File: config.mk
export PLATFORM = sky130hd
export DESIGN_NAME = stx_etx_packet_deframer
export DESIGN_NICKNAME = d
export VERILOG_FILES = /design/src/rtl/stxd_pkg.sv /design/src/rtl/stxd_ram.sv /design/src/rtl/stx_etx_packet_deframer.sv
export SDC_FILE = /design/constraint.sdc
export NUM_CORES = 1
export LEC_CHECK = 0
export ABC_AREA = 1
export BUFFER_PORTS_ARGS = -buffer_cell sky130_fd_sc_hd__buf_2
export CAP_MARGIN = 30
export CELL_PAD_IN_SITES_DETAIL_PLACEMENT = 1
export CELL_PAD_IN_SITES_GLOBAL_PLACEMENT = 1
export CORE_MARGIN = 2
export CORE_UTILIZATION = 54
export DETAILED_ROUTE_END_ITERATION = 8
export GPL_TIMING_DRIVEN = 0
export PLACE_DENSITY_LB_ADDON = 0.25
export SYNTH_ARGS = -nofsm -noshare
export SYNTH_HDL_FRONTEND = slang
export SYNTH_SLANG_ARGS = --single-unit
export TNS_END_PERCENT = 100
File: constraint.sdc
create_clock -name clk -period 4.7 [get_ports clk]
set_input_delay 0.705 -clock clk [delete_from_list [all_inputs] [get_ports clk]]
set_output_delay 0.705 -clock clk [all_outputs]
set_load 0.03 [all_outputs]
File: src/rtl/stxd_pkg.sv
// ----------------------------------------------------------------------------
// stxd_pkg
// Shared constants and types for the framed packet deframer.
// ----------------------------------------------------------------------------
package stxd_pkg;

  // Payload buffer depth (largest packet length the block can hold)
  localparam int MAX_PAYLOAD_BYTES = 32;

  // Derived widths
  localparam int ADDR_W = (MAX_PAYLOAD_BYTES > 1) ? $clog2(MAX_PAYLOAD_BYTES) : 1;
  localparam int LEN_W  = $clog2(MAX_PAYLOAD_BYTES + 1);
  localparam int POS_W  = $clog2(MAX_PAYLOAD_BYTES + 4);

  // Field widths fixed by the interface
  localparam int BYTE_W  = 8;
  localparam int KIND_W  = 2;
  localparam int IDX_W   = 5;
  localparam int MAXP_W  = 6;
  localparam int CADDR_W = 2;
  localparam int TDATA_W = 16;

  typedef logic [BYTE_W-1:0] byte_t;
  typedef logic [KIND_W-1:0] kind_t;

  // Result kinds
  localparam kind_t KIND_DATA   = 2'd0;
  localparam kind_t KIND_EMPTY  = 2'd1;
  localparam kind_t KIND_BADSUM = 2'd2;
  localparam kind_t KIND_ABORT  = 2'd3;

  // Register indexes
  localparam logic [CADDR_W-1:0] REG_START_MARKER = 2'd0;
  localparam logic [CADDR_W-1:0] REG_END_MARKER   = 2'd1;
  localparam logic [CADDR_W-1:0] REG_MAX_PAYLOAD  = 2'd2;

  // Register reset values
  localparam byte_t              START_MARKER_RST = 8'h02;
  localparam byte_t              END_MARKER_RST   = 8'h03;
  localparam logic [MAXP_W-1:0]  MAX_PAYLOAD_RST  = 6'd32;

endpackage

File: src/rtl/stxd_ram.sv
// ----------------------------------------------------------------------------
// stxd_ram
// Generic single-write, single-read RAM with a registered read port.
// ----------------------------------------------------------------------------
module stxd_ram #(
  parameter int WIDTH = 8,
  parameter int DEPTH = 32
) (
  input  logic                                      clk,
  input  logic                                      we,
  input  logic [((DEPTH > 1) ? $clog2(DEPTH) : 1)-1:0] waddr,
  input  logic [WIDTH-1:0]                          wdata,
  input  logic                                      re,
  input  logic [((DEPTH > 1) ? $clog2(DEPTH) : 1)-1:0] raddr,
  output logic [WIDTH-1:0]                          rdata
);

  logic [WIDTH-1:0] mem [DEPTH];

  // Write port and registered read port
  always_ff @(posedge clk) begin
    if (we) begin
      mem[waddr] <= wdata;
    end
    if (re) begin
      rdata <= mem[raddr];
    end
  end

endmodule

File: src/rtl/stx_etx_packet_deframer.sv
// ----------------------------------------------------------------------------
// stx_etx_packet_deframer
// Recovers start/length/payload/check/end framed packets from a byte stream.
// ----------------------------------------------------------------------------
// Received bytes are taken one at a time. Packets are start marker, length
// L, L payload bytes, an XOR check byte (XOR of start, length and payload)
// and the end marker. Payload bytes go into a small RAM as they arrive. When
// the end byte of a good packet arrives, the payload is read back as a run of
// L results with tlast on the final one: each byte is read from the RAM,
// loaded into the output register and transferred before the next read,
// and a stalling sink holds the readout back; no input is taken during that
// readout. An empty packet gives one empty-packet result, a bad check byte
// one checksum result, and a line error, an over-long length or a missing
// end byte one abort result. Bytes outside a packet are dropped. A result
// waiting in the output register holds off the next byte until its transfer;
// the byte is taken in the same cycle as that transfer.
// ----------------------------------------------------------------------------
module stx_etx_packet_deframer (
  input  logic                          clk,
  input  logic                          rst_n,
  // Received bytes
  input  logic                          in_tvalid,
  output logic                          in_tready,
  input  logic [7:0]                    in_tdata,   // [7:0] rx_byte
  input  logic                          in_tuser,   // [0] line_error
  // Results
  output logic                          out_tvalid,
  input  logic                          out_tready,
  output logic [stxd_pkg::TDATA_W-1:0]  out_tdata,  // [7:0] data, [12:8] index
  output logic [1:0]                    out_tuser,  // [1:0] kind
  output logic                          out_tlast,
  // Configuration writes
  input  logic                          cfg_we,
  input  logic [stxd_pkg::CADDR_W-1:0]  cfg_addr,
  input  logic [7:0]                    cfg_wdata
);

  import stxd_pkg::*;

  localparam logic [1:0] S_RUN  = 2'd0;
  localparam logic [1:0] S_READ = 2'd1;
  localparam logic [1:0] S_LOAD = 2'd2;

  // Configuration registers
  byte_t              start_r;
  byte_t              end_r;
  logic [MAXP_W-1:0]  maxp_r;

  // Framing state
  logic [1:0]         state_r, state_nxt;
  logic               in_packet_r, in_packet_nxt;
  logic [POS_W-1:0]   pos_r, pos_nxt;
  logic [LEN_W-1:0]   len_r, len_nxt;
  byte_t              xor_r, xor_nxt;
  logic [LEN_W-1:0]   rd_idx_r, rd_idx_nxt;

  // Output register
  logic               out_valid_r, out_valid_nxt;
  kind_t              out_kind_r;
  byte_t              out_data_r;
  logic [IDX_W-1:0]   out_idx_r;
  logic               out_last_r;

  // Result load
  logic               res_load;
  kind_t              res_kind;
  byte_t              res_data;
  logic [IDX_W-1:0]   res_idx;
  logic               res_last;

  // RAM ports
  logic               ram_we;
  logic [ADDR_W-1:0]  ram_waddr;
  logic               ram_re;
  byte_t              ram_rdata;

  logic               in_acc;
  byte_t              b;
  logic [POS_W-1:0]   len_pos;
  logic [POS_W-1:0]   ck_pos;
  logic [POS_W-1:0]   wr_off;
  logic               rd_last;

  assign in_tready  = (state_r == S_RUN) && (!out_valid_r || out_tready);
  assign in_acc     = in_tvalid && in_tready;
  assign b          = in_tdata;
  assign len_pos    = POS_W'(len_r);
  assign ck_pos     = len_pos + POS_W'(2);
  assign wr_off     = pos_r - POS_W'(2);
  assign ram_waddr  = wr_off[ADDR_W-1:0];
  assign rd_last    = (rd_idx_r + LEN_W'(1)) == len_r;

  // Payload buffer
  stxd_ram #(
    .WIDTH (BYTE_W),
    .DEPTH (MAX_PAYLOAD_BYTES)
  ) u_payload_ram (
    .clk   (clk),
    .we    (ram_we),
    .waddr (ram_waddr),
    .wdata (b),
    .re    (ram_re),
    .raddr (rd_idx_r[ADDR_W-1:0]),
    .rdata (ram_rdata)
  );

  // Configuration writes
  always_ff @(posedge clk) begin
    if (!rst_n) begin
      start_r <= START_MARKER_RST;
      end_r   <= END_MARKER_RST;
      maxp_r  <= MAX_PAYLOAD_RST;
    end else if (cfg_we) begin
      case (cfg_addr)
        REG_START_MARKER: start_r <= cfg_wdata;
        REG_END_MARKER:   end_r   <= cfg_wdata;
        REG_MAX_PAYLOAD:  maxp_r  <= cfg_wdata[MAXP_W-1:0];
        default:          ;
      endcase
    end
  end

  // Framing and readout sequencer
  always_comb begin
    state_nxt     = state_r;
    in_packet_nxt = in_packet_r;
    pos_nxt       = pos_r;
    len_nxt       = len_r;
    xor_nxt       = xor_r;
    rd_idx_nxt    = rd_idx_r;
    ram_we        = 1'b0;
    ram_re        = 1'b0;
    res_load      = 1'b0;
    res_kind      = KIND_ABORT;
    res_data      = '0;
    res_idx       = '0;
    res_last      = 1'b1;

    case (state_r)
      S_RUN: begin
        if (in_acc) begin
          if (!in_packet_r) begin
            // Hunt for an error-free start marker
            if (!in_tuser && (b == start_r)) begin
              in_packet_nxt = 1'b1;
              pos_nxt       = POS_W'(1);
              xor_nxt       = b;
            end
          end else if (in_tuser) begin
            // Line error: abort and drop the byte
            res_load      = 1'b1;
            in_packet_nxt = 1'b0;
            pos_nxt       = '0;
            xor_nxt       = '0;
          end else if (pos_r == POS_W'(1)) begin
            // Length byte
            if ((b > {2'b00, maxp_r}) || (b > BYTE_W'(MAX_PAYLOAD_BYTES))) begin
              res_load      = 1'b1;
              in_packet_nxt = 1'b0;
              pos_nxt       = '0;
              xor_nxt       = '0;
            end else begin
              len_nxt = LEN_W'(b);
              xor_nxt = xor_r ^ b;
              pos_nxt = POS_W'(2);
            end
          end else if (pos_r < ck_pos) begin
            // Payload byte: buffer it
            ram_we  = 1'b1;
            xor_nxt = xor_r ^ b;
            pos_nxt = pos_r + POS_W'(1);
          end else if (pos_r == ck_pos) begin
            // Check byte folds in: zero means a match
            xor_nxt = xor_r ^ b;
            pos_nxt = pos_r + POS_W'(1);
          end else begin
            // End byte position: back to hunting in every case
            in_packet_nxt = 1'b0;
            pos_nxt       = '0;
            xor_nxt       = '0;
            if (b != end_r) begin
              res_load = 1'b1;
            end else if (xor_r != '0) begin
              res_load = 1'b1;
              res_kind = KIND_BADSUM;
            end else if (len_r == '0) begin
              res_load = 1'b1;
              res_kind = KIND_EMPTY;
            end else begin
              rd_idx_nxt = '0;
              state_nxt  = S_READ;
            end
          end
        end
      end

      S_READ: begin
        // Issue the read once the output register is free
        if (!out_valid_r) begin
          ram_re    = 1'b1;
          state_nxt = S_LOAD;
        end
      end

      S_LOAD: begin
        // Load the payload byte into the output register
        res_load   = 1'b1;
        res_kind   = KIND_DATA;
        res_data   = ram_rdata;
        res_idx    = IDX_W'(rd_idx_r);
        res_last   = rd_last;
        rd_idx_nxt = rd_idx_r + LEN_W'(1);
        state_nxt  = rd_last ? S_RUN : S_READ;
      end

      default: begin
        state_nxt = S_RUN;
      end
    endcase
  end

  // Hold a result until its transfer, then free the register
  assign out_valid_nxt = res_load ? 1'b1 : (out_valid_r && !out_tready);

  always_ff @(posedge clk) begin
    if (!rst_n) begin
      state_r     <= S_RUN;
      in_packet_r <= 1'b0;
      pos_r       <= '0;
      len_r       <= '0;
      xor_r       <= '0;
      rd_idx_r    <= '0;
      out_valid_r <= 1'b0;
    end else begin
      state_r     <= state_nxt;
      in_packet_r <= in_packet_nxt;
      pos_r       <= pos_nxt;
      len_r       <= len_nxt;
      xor_r       <= xor_nxt;
      rd_idx_r    <= rd_idx_nxt;
      out_valid_r <= out_valid_nxt;
    end
  end

  always_ff @(posedge clk) begin
    if (res_load) begin
      out_kind_r <= res_kind;
      out_data_r <= res_data;
      out_idx_r  <= res_idx;
      out_last_r <= res_last;
    end
  end

  assign out_tvalid = out_valid_r;
  assign out_tdata  = {3'b000, out_idx_r, out_data_r};
  assign out_tuser  = out_kind_r;
  assign out_tlast  = out_last_r;

  // Readout only runs for a non-empty packet
  a_readout_len: assert property (@(posedge clk) disable iff (!rst_n)
    (state_r != S_RUN) |-> (len_r != '0))
    else $error("readout started for an empty packet");

  // Read index stays inside the packet during readout
  a_readout_idx: assert property (@(posedge clk) disable iff (!rst_n)
    (state_r != S_RUN) |-> (rd_idx_r < len_r))
    else $error("readout index beyond packet length");

  // RAM data is loaded only after a read issued with a free output register
  a_load_after_read: assert property (@(posedge clk) disable iff (!rst_n)
    (state_r == S_READ) && !out_valid_r |=> (state_r == S_LOAD) && !out_valid_r)
    else $error("payload load without a matching read");

  // No input transfer in the load state of the readout
  a_no_input_in_readout: assert property (@(posedge clk) disable iff (!rst_n)
    (state_r == S_LOAD) |-> !in_acc)
    else $error("input taken during payload readout");

endmodule

==> results of run 1 <==
## metal layers
layer	vias to the layer above	wire length, um	global-route usage [%]
met4	0	2170	17.4
met3	160	4410	6.44
met2	707	23200	56.8
met5	-	0	0
met1	5461	18000	43.6
li1	4744	-	-
## worst max-delay path, stage by stage (launching register included)
cell and delay, ns:
dfxtp_1 0.45, ha_1 0.23, nand3_1 0.10, xor2_1 0.18
ha_1 0.32, a21oi_1 0.20, nand4_1 0.22, nor3_4 0.42
nand2_4 0.19, nor2_1 0.84
## power by group
group / switching [mW] / internal [mW]
Sequential: 0.0122 / 3.20
Combinational: 0.159 / 0.0524
Clock: 1.17 / 1.59
Total: 1.34 / 4.85
## sequential cells by signal, indices dropped and copies added, names as in the netlist, 8 cells and up
name and count:
end_r 8, start_r 8, u_payload_ram.mem 256, out_data_r 8, u_payload_ram.rdata 8, xor_r 8
## worst max-delay path by stage
| stage | from | endpoint | slack, ns | cells after the start |
|---|---|---|---|---|
| after CTS | len_pos[2] | u_payload_ram.mem[5][7] | 1.03 | 9 |
| final | len_pos[2] | u_payload_ram.mem[13][6] | 1.15 | 9 |
| after global placement | in_tdata[0] | out_idx_r[3] | 1.19 | 16 |
| after detailed placement | in_tdata[0] | out_idx_r[2] | 1.07 | 16 |
| after global routing | len_pos[2] | u_payload_ram.mem[17][1] | 0.96 | 9 |
| after floorplan | len_pos[2] | u_payload_ram.mem[0][0] | 2.02 | 9 |
## kinds of logic after synthesis
kind of cell    Yosys count  share of synthesized area [%]
simple gates            429                           12.8
flops                   332                           66.3
xor+xnor                 27                           1.66
compound gates          316                           13.1
other cells               1                         0.0263
buf+inv                 149                           4.40
fa+ha+maj                20                           1.76
## cell usage after synthesis (8+ instances only)
library cell  number  share of area [%]
o21ai_0          175                6.1
a31oi_1            9               0.39
inv_1             65                1.7
o221ai_1          48                2.9
clkbuf_1          45                1.2
nor2_1           244                6.4
xnor2_1            9               0.55
a21oi_1           39                1.4
buf_2             21               0.74
o21ai_1            8               0.28
dfxtp_1           52                7.3
nand2_1          102                2.7
nand3_1           48                1.7
xor2_1            18                1.1
edfxtp_1         280                 59
inv_2              8               0.21
ha_1              20                1.8
o22ai_1           17               0.75
## stage by stage
step                hold WS (ns)  setup WS [ns]  utilization (%)  instance area (um2)  total power [mW]
global route               0.443          0.964             62.0                16100              6.32
global placement           0.450           1.19             57.3                14900              3.47
detailed placement         0.465           1.07             57.4                14900              3.48
CTS                        0.422           1.03             61.8                16000              6.18
floorplan                  0.433           2.02                -                14300              3.38
finish                     0.431           1.15             62.0                16100              6.18
## layout make-up
cell class,instances,share of cell area (%)
plain buffers,74,2.14
repair buffers,51,1.78
clock buffers,45,6.06
inverters,75,1.75
well taps,335,2.60
flip-flops and latches,332,58.7
clock inverters,20,0.971
multi-input cells,795,26.0
==> results.toml, run 1 <==
[critical_path]
reg2reg_from = "len_pos[2]"
crit_fanout = 8
reg2reg_to = "u_payload_ram.mem[13][6]"
critPathKind = "flip-flop to flip-flop"
worstSetupEndpointType = "flip-flop"
reg2reg_slack_ns = 1.15
cp-start-kind = "flip-flop"
cp.arrival_ns = 3.67
rr_worst_depth = 9
required_ns = 4.83

[sta]
fin_crit_ns = 3.55
slew_violations = 0
clock_skew_ns = 0.0228
hold_violations = 0
slew_headroom_pct = 26.8
period_share_pct = 75.4
setup_viol = 0
worst_pin_slew_ns = 1.09
max_freq_ghz = 0.282
rsz0062_at_grt = "false"
fin_setup_tns_ns = 0

[global_routing]
track_usage_pct = 34.3
grt_pass1_vias = 11700
antenna_found_initial = 0
grt_max_degree = 40
overflow = 0
grt_pass1_wl_um = 71300

[floorplanning]
dieHeight_um = 166
core_area_mm2 = 0.0260
die_w_um = 166
design.die.area_mm2 = 0.0277
initial_core_util_pct = 54.9
row_count = 59
io_pins = 45

[yosys]
yosysSeqAreaShare_pct = 66.3
async_flop_share_pct = 0
netlist_area_mm2 = 0.0143
ys_warn_count = 0
synth_edf_count = 280
syn_inst = 1274
synth_flop_cell = "edfxtp_1"
synth_seq_cells = 332
synthDistinctLibCells = 46
syn_avg_cell_area_um2 = 11.2

[cts]
cts_hold_buf = 0
cts_resized = 0
clock-sinks = 332
clk_pin_slew_worst_paths_ns = 0.06
cts_tree = "built"
post_cts_buffers = 0
numCtsBuffers = 36
htree_levels = 2
clkLatencyLatePin_ns = 0.53
cts-root-buf = "clkbuf_16"
clock_path_buffers = 3

[final_layout]
fillerInstances = 2727
antenna_cells = 0
final_common_cell = "edfxtp_1"
regArea_mm2 = 0.00945
final_cell_mix = "edfxtp_1 (280), nor2_1 (244), o21ai_0 (175), nand2_1 (102), inv_1 (65)"
instances_no_fill = 1727
num-nets-final = 1409
multiInputGateArea_mm2 = 0.00419
area_delta_synth_final_pct = 12.9
drive_gt1_share_pct = 11.7

[placement]
dpl.cell_count = 1655
hpwl_um = 30900
gp_congestion = 0.883
io_buffers = 40

[power_and_ir_drop]
cellPowerDensity_mw_per_mm2 = 384
ir_worst_vdd_v = 0.000420
leakage_nw = 5.74

[drt]
drcViolationCount = 0
wl_per_cell_um = 27.7
first_pass_iters = 5
wl_um = 47800
drt_iter0_drc = 1283
ant_nets = 0
via_per_inst = 6.41
vias = 11100

[job]
cap_violations = 0

[hold_path]
whs_path_depth = 3
hold_end = "start_r[6]"
hold_path_class = "primary input to flip-flop"
hold_start = "cfg_wdata[6]"

[outcome]
status = "complete, no violations"
Note: power is estimated with default switching activity, not from simulation.
==> run 2: changes to the inputs <==
--- a/config.mk
+++ b/config.mk
@@ -11,7 +11,7 @@
 export CELL_PAD_IN_SITES_DETAIL_PLACEMENT = 1
 export CELL_PAD_IN_SITES_GLOBAL_PLACEMENT = 1
 export CORE_MARGIN = 2
-export CORE_UTILIZATION = 54
+export CORE_UTILIZATION = 45
 export DETAILED_ROUTE_END_ITERATION = 8
 export GPL_TIMING_DRIVEN = 0
 export PLACE_DENSITY_LB_ADDON = 0.25
==> constraint.sdc (replaced) <==
create_clock -name clk -period 3.26 [get_ports clk]
set_input_delay 0.489 -clock clk [delete_from_list [all_inputs] [get_ports clk]]
set_output_delay 0.489 -clock clk [all_outputs]
set_load 0.03 [all_outputs]
==> run 2 against run 1 <==
Sequential share of layout area shrank 0.69 points. Sequential cell count is the same. Utilization decreased by 10 points. Hold slack worse by 0.21 ns. Wire length shrank 7.6%.
==> results.toml, run 2 (synthesis gave the netlist of run 1 again) <==
[power_and_ir_drop]
ir_worst_vdd_v = 0.000341
clkPwrFrac_pct = 44.6
p_switching_mw = 1.95
cellPowerDensity_mw_per_mm2 = 547
p_comb_share_pct = 3.4
netSwitchingFraction_pct = 21.9
design_power_total_mw = 8.92
seqPwrFrac_pct = 52.0
leakage_nw = 5.70
intPower_mw = 6.96

[final_layout]
instances_no_fill = 1786
final_cell_mix = "edfxtp_1 (280), nor2_1 (212), o21ai_0 (175), nand2_1 (101), inv_1 (65)"
area_delta_synth_final_pct = 14.3
largest_reg_flops = 256
drive_gt1_share_pct = 13.4
fillerInstances = 3324
fin_area_mm2 = 0.0163
final_common_cell = "edfxtp_1"
num-nets-final = 1400
antenna_cells = 0
top_register = "u_payload_ram.mem"
fin_util_pct = 51.9

[drt]
first_pass_iters = 6
via_per_inst = 5.90
wl_um = 44200
ant_nets = 0
wl_per_cell_um = 24.7
drt_iter0_drc = 915
drcViolationCount = 0
vias = 10500

[placement]
placed_area_mm2 = 0.0150
io_buffers = 40
preCtsSetupSlack_ns = -0.230
dpl.cell_count = 1718
hpwl_um = 29500
gp_congestion = 0.881

[sta]
clock_skew_ns = 0.0241
fin_crit_ns = 3.16
fin_ws_ns = 0.0974
fin_setup_tns_ns = 0
rsz0062_at_grt = "true"
slew_headroom_pct = 41.7
worst_pin_slew_ns = 0.875
setup_viol = 0
hold_violations = 0
period_share_pct = 97.0
hold_ws_ns = 0.219
slew_violations = 0
max_freq_ghz = 0.316

[critical_path]
cp-start-kind = "flip-flop"
critPathLaunch = "len_pos[1]"
endpoint = "u_payload_ram.mem[29][7]"
required_ns = 3.40
worstSetupEndpointType = "flip-flop"
rr_worst_depth = 10
reg2reg_from = "len_pos[1]"
cp.arrival_ns = 3.31
crit_fanout = 8
reg2reg_slack_ns = 0.1
reg2reg_to = "u_payload_ram.mem[29][7]"
critPathKind = "flip-flop to flip-flop"

[cts]
cts-root-buf = "clkbuf_16"
clkLatencyLatePin_ns = 0.53
clk_pin_slew_worst_paths_ns = 0.06
htree_levels = 2
cts_hold_buf = 0
clock-sinks = 332
numCtsBuffers = 37
clock_path_buffers = 3
cts_tree = "built"

[floorplanning]
dieHeight_um = 182
initial_core_util_pct = 45.4
die_w_um = 182
io_pins = 45
core_area_mm2 = 0.0314
design.die.area_mm2 = 0.0331
row_count = 65

[global_routing]
overflow = 0
track_usage_pct = 26.9
antenna_found_initial = 0
grt_pass1_wl_um = 65900
grt_max_degree = 40
grt_pass1_vias = 11000

[hold_path]
hold_path_class = "primary input to flip-flop"

[outcome]
status = "complete, no violations"

[job]
cap_violations = 0
run 2: layout make-up:
type                            instances  area, um2  area share, %
Inverter                               75        282           1.73
Multi-Input combinational cell        795       4360           26.8
Clock buffer                           47       1000           6.17
Timing Repair Buffer                   41        220           1.35
Buffer                                 74        345           2.12
Tap cell                              402        503           3.09
Sequential cell                       332       9450           58.0
Clock inverter                         20        130          0.799
run 2: power by group through the flow:
| stage | combinational [mW] | clock [mW] | sequential, mW |
|---|---|---|---|
| 2_1_floorplan | 0.151 | 0 | 4.73 |
| 3_3_place_gp | 0.286 | 0 | 4.73 |
| 3_5_place_dp | 0.295 | 0 | 4.73 |
| 4_1_cts | 0.301 | 4.01 | 4.64 |
| 5_1_grt | 0.339 | 4.17 | 4.64 |
| 6_report | 0.306 | 3.97 | 4.64 |
run 2: worst max-delay path: stages (launching register included):
cell	delay, ns
dfxtp_1	0.43
ha_1	0.22
nand3_1	0.10
xor2_1	0.17
ha_1	0.31
a21oi_1	0.21
nand4_1	0.24
nor3_4	0.25
buf_12	0.16
nand2_4	0.12
nor2_2	0.55
run 2: worst min path at each step:
stage / from / cells past startpoint / endpoint / slack [ns]
6_report: cfg_wdata[7] / 3 / start_r[7] / 0.22
5_1_grt: cfg_wdata[6] / 3 / start_r[6] / 0.24
4_1_cts: cfg_wdata[6] / 3 / start_r[6] / 0.21
3_5_place_dp: maxp_r[2] / 2 / maxp_r[2] / 0.46
3_3_place_gp: maxp_r[4] / 2 / maxp_r[4] / 0.45
2_1_floorplan: maxp_r[1] / 2 / maxp_r[1] / 0.43
run 2: what timing repair did:
| item | CTS | global route |
|---|---|---|
| buffers inserted | 0 | 1 |
| endpoints found under the setup margin | 256 | 262 |
| cloned | 0 | 0 |
| pin swaps | 0 | 1 |
| resized for setup | 27 | 24 |
run 2: metal layers:
layer / vias up / share of wire, % / global-route usage (%)
met2: 363 / 48 / 45.7
li1: 4724 / - / -
met1: 5353 / 42 / 34.6
met3: 102 / 5.9 / 4.51
met4: 0 / 4.1 / 10.6
met5: - / 0 / 0
==> run 3: changes to the inputs <==
--- a/config.mk
+++ b/config.mk
@@ -14,7 +14,7 @@
 export CORE_UTILIZATION = 45
 export DETAILED_ROUTE_END_ITERATION = 8
 export GPL_TIMING_DRIVEN = 0
-export PLACE_DENSITY_LB_ADDON = 0.25
+export PLACE_DENSITY_LB_ADDON = 0.1
 export SYNTH_ARGS = -nofsm -noshare
 export SYNTH_HDL_FRONTEND = slang
 export SYNTH_SLANG_ARGS = --single-unit
==> constraint.sdc (replaced) <==
create_clock -name clk -period 3.26 [get_ports clk]
set_input_delay 0.652 -clock clk [delete_from_list [all_inputs] [get_ports clk]]
set_output_delay 0.652 -clock clk [all_outputs]
set_load 0.03 [all_outputs]
==> run 3 against run 2 <==
Clock skew decreased by 0.0094 ns. First-iteration DRC count shrank 3.5%. Combinational power barely moved. Power is 0.79% higher. Fmax shrank 0.70%. Clock-buffer cell count increased by 1.
==> results.toml, run 3 (synthesis gave the netlist of run 1 again) <==
[outcome]
status = "complete, no violations"

[global_routing]
track_usage_pct = 27.3
overflow = 0
grt_pass1_vias = 10800
antenna_found_initial = 2
grt_max_degree = 40
grt_pass1_wl_um = 66600

[final_layout]
fin_area_mm2 = 0.0163
final_cell_mix = "edfxtp_1 (280), nor2_1 (212), o21ai_0 (175), nand2_1 (101), inv_1 (65)"
fillerInstances = 3366
top_register = "u_payload_ram.mem"
multiInputGateArea_mm2 = 0.00438
regArea_mm2 = 0.00945
largest_reg_flops = 256
antenna_cells = 0
area_delta_synth_final_pct = 14.6
final_common_cell = "edfxtp_1"
drive_gt1_share_pct = 13.6
num-nets-final = 1401

[drt]
drcViolationCount = 0
wl_per_cell_um = 24.9
wl_um = 44500
via_per_inst = 5.84
first_pass_iters = 5
drt_iter0_drc = 883
ant_nets = 0
vias = 10400

[hold_path]
hold_path_class = "primary input to flip-flop"

[critical_path]
cp-start-kind = "flip-flop"
crit_fanout = 8
reg2reg_from = "len_pos[2]"
reg2reg_to = "u_payload_ram.mem[29][5]"
endpoint = "u_payload_ram.mem[29][5]"
cp.arrival_ns = 3.34
critPathLaunch = "len_pos[2]"
critPathKind = "flip-flop to flip-flop"
worstSetupEndpointType = "flip-flop"
reg2reg_slack_ns = 0.08
required_ns = 3.42
rr_worst_depth = 10

[floorplanning]
row_count = 65
initial_core_util_pct = 45.4
io_pins = 45
dieHeight_um = 182
core_area_mm2 = 0.0314
die_w_um = 182
design.die.area_mm2 = 0.0331

[sta]
fin_crit_ns = 3.18
max_freq_ghz = 0.314
clock_skew_ns = 0.0147
slew_headroom_pct = 35.5
period_share_pct = 97.7
hold_violations = 0
setup_viol = 0
fin_setup_tns_ns = 0
rsz0062_at_grt = "true"
worst_pin_slew_ns = 0.967
slew_violations = 0

[placement]
gp_congestion = 0.897
io_buffers = 40
hpwl_um = 29600
placed_area_mm2 = 0.0150

[cts]
cts-root-buf = "clkbuf_16"
clock-sinks = 332
cts_tree = "built"
htree_levels = 2
clkLatencyLatePin_ns = 0.53
numCtsBuffers = 38
cts_hold_buf = 0
clk_pin_slew_worst_paths_ns = 0.06
clock_path_buffers = 3

[power_and_ir_drop]
ir_worst_vdd_v = 0.000367
leakage_nw = 5.70
cellPowerDensity_mw_per_mm2 = 550
design_power_total_mw = 8.99

[job]
cap_violations = 0
==> run 3: cell type report <==
class / count / share of cell area (%)
Multi-Input combinational cell: 795 / 26.8
Inverter: 75 / 1.72
Buffer: 74 / 2.11
Timing Repair Buffer: 41 / 1.35
Sequential cell: 332 / 57.9
Clock buffer: 48 / 6.24
Tap cell: 402 / 3.08
Clock inverter: 21 / 0.827
==> run 3: repair_timing <==
item,CTS,global route
buffers inserted,0,1
endpoints found under the setup margin,272,240
gates resized for setup,26,29
pin swaps,0,1
==> run 3: worst min path at each step <==
stage | from | to | slack [ns] | cells past startpoint
after detailed placement | maxp_r[4] | maxp_r[4] | 0.45 | 2
after CTS | cfg_wdata[6] | start_r[6] | 0.36 | 3
after global placement | maxp_r[1] | maxp_r[1] | 0.45 | 2
after global routing | cfg_wdata[6] | start_r[6] | 0.37 | 3
after floorplan | maxp_r[1] | maxp_r[1] | 0.43 | 2
final | cfg_wdata[6] | start_r[6] | 0.37 | 3
==> run 3: worst max-delay path: stages, from the launching register on <==
cell and delay, ns:
dfxtp_1 0.45, ha_1 0.23, nand3_1 0.11, xor2_1 0.18
ha_1 0.31, a21oi_1 0.21, nand4_1 0.25, nor3_4 0.27
buf_12 0.16, nand2_4 0.13, nor2_2 0.51
==> run 3: power breakdown <==
part	total [mW]	internal, mW	switching (mW)
Combinational	0.308	0.0771	0.231
Clock	4.04	2.30	1.74
Sequential	4.64	4.62	0.0173
Total	8.99	7.00	1.99
==> run 3: through the flow <==
stage | utilization (%) | setup WS [ns] | hold slack (ns) | std cells
detailed placement | 47.7 | -0.317 | 0.455 | 1718
global route | 52.0 | -0.0388 | 0.368 | 1788
global placement | 47.7 | -0.264 | 0.447 | 1718
finish | 52.0 | 0.0750 | 0.372 | 1788
floorplan | - | 0.576 | 0.433 | 1276
CTS | 51.6 | -0.234 | 0.362 | 1787
==> run 3: routing by layer <==
layer | vias up | wire length (um) | GRT usage (%)
li1 | 4744 | - | -
met1 | 5215 | 19500 | 36.9
met2 | 378 | 20500 | 43.8
met3 | 95 | 2840 | 5.05
met4 | 2 | 1700 | 11.3
met5 | - | 13 | 0
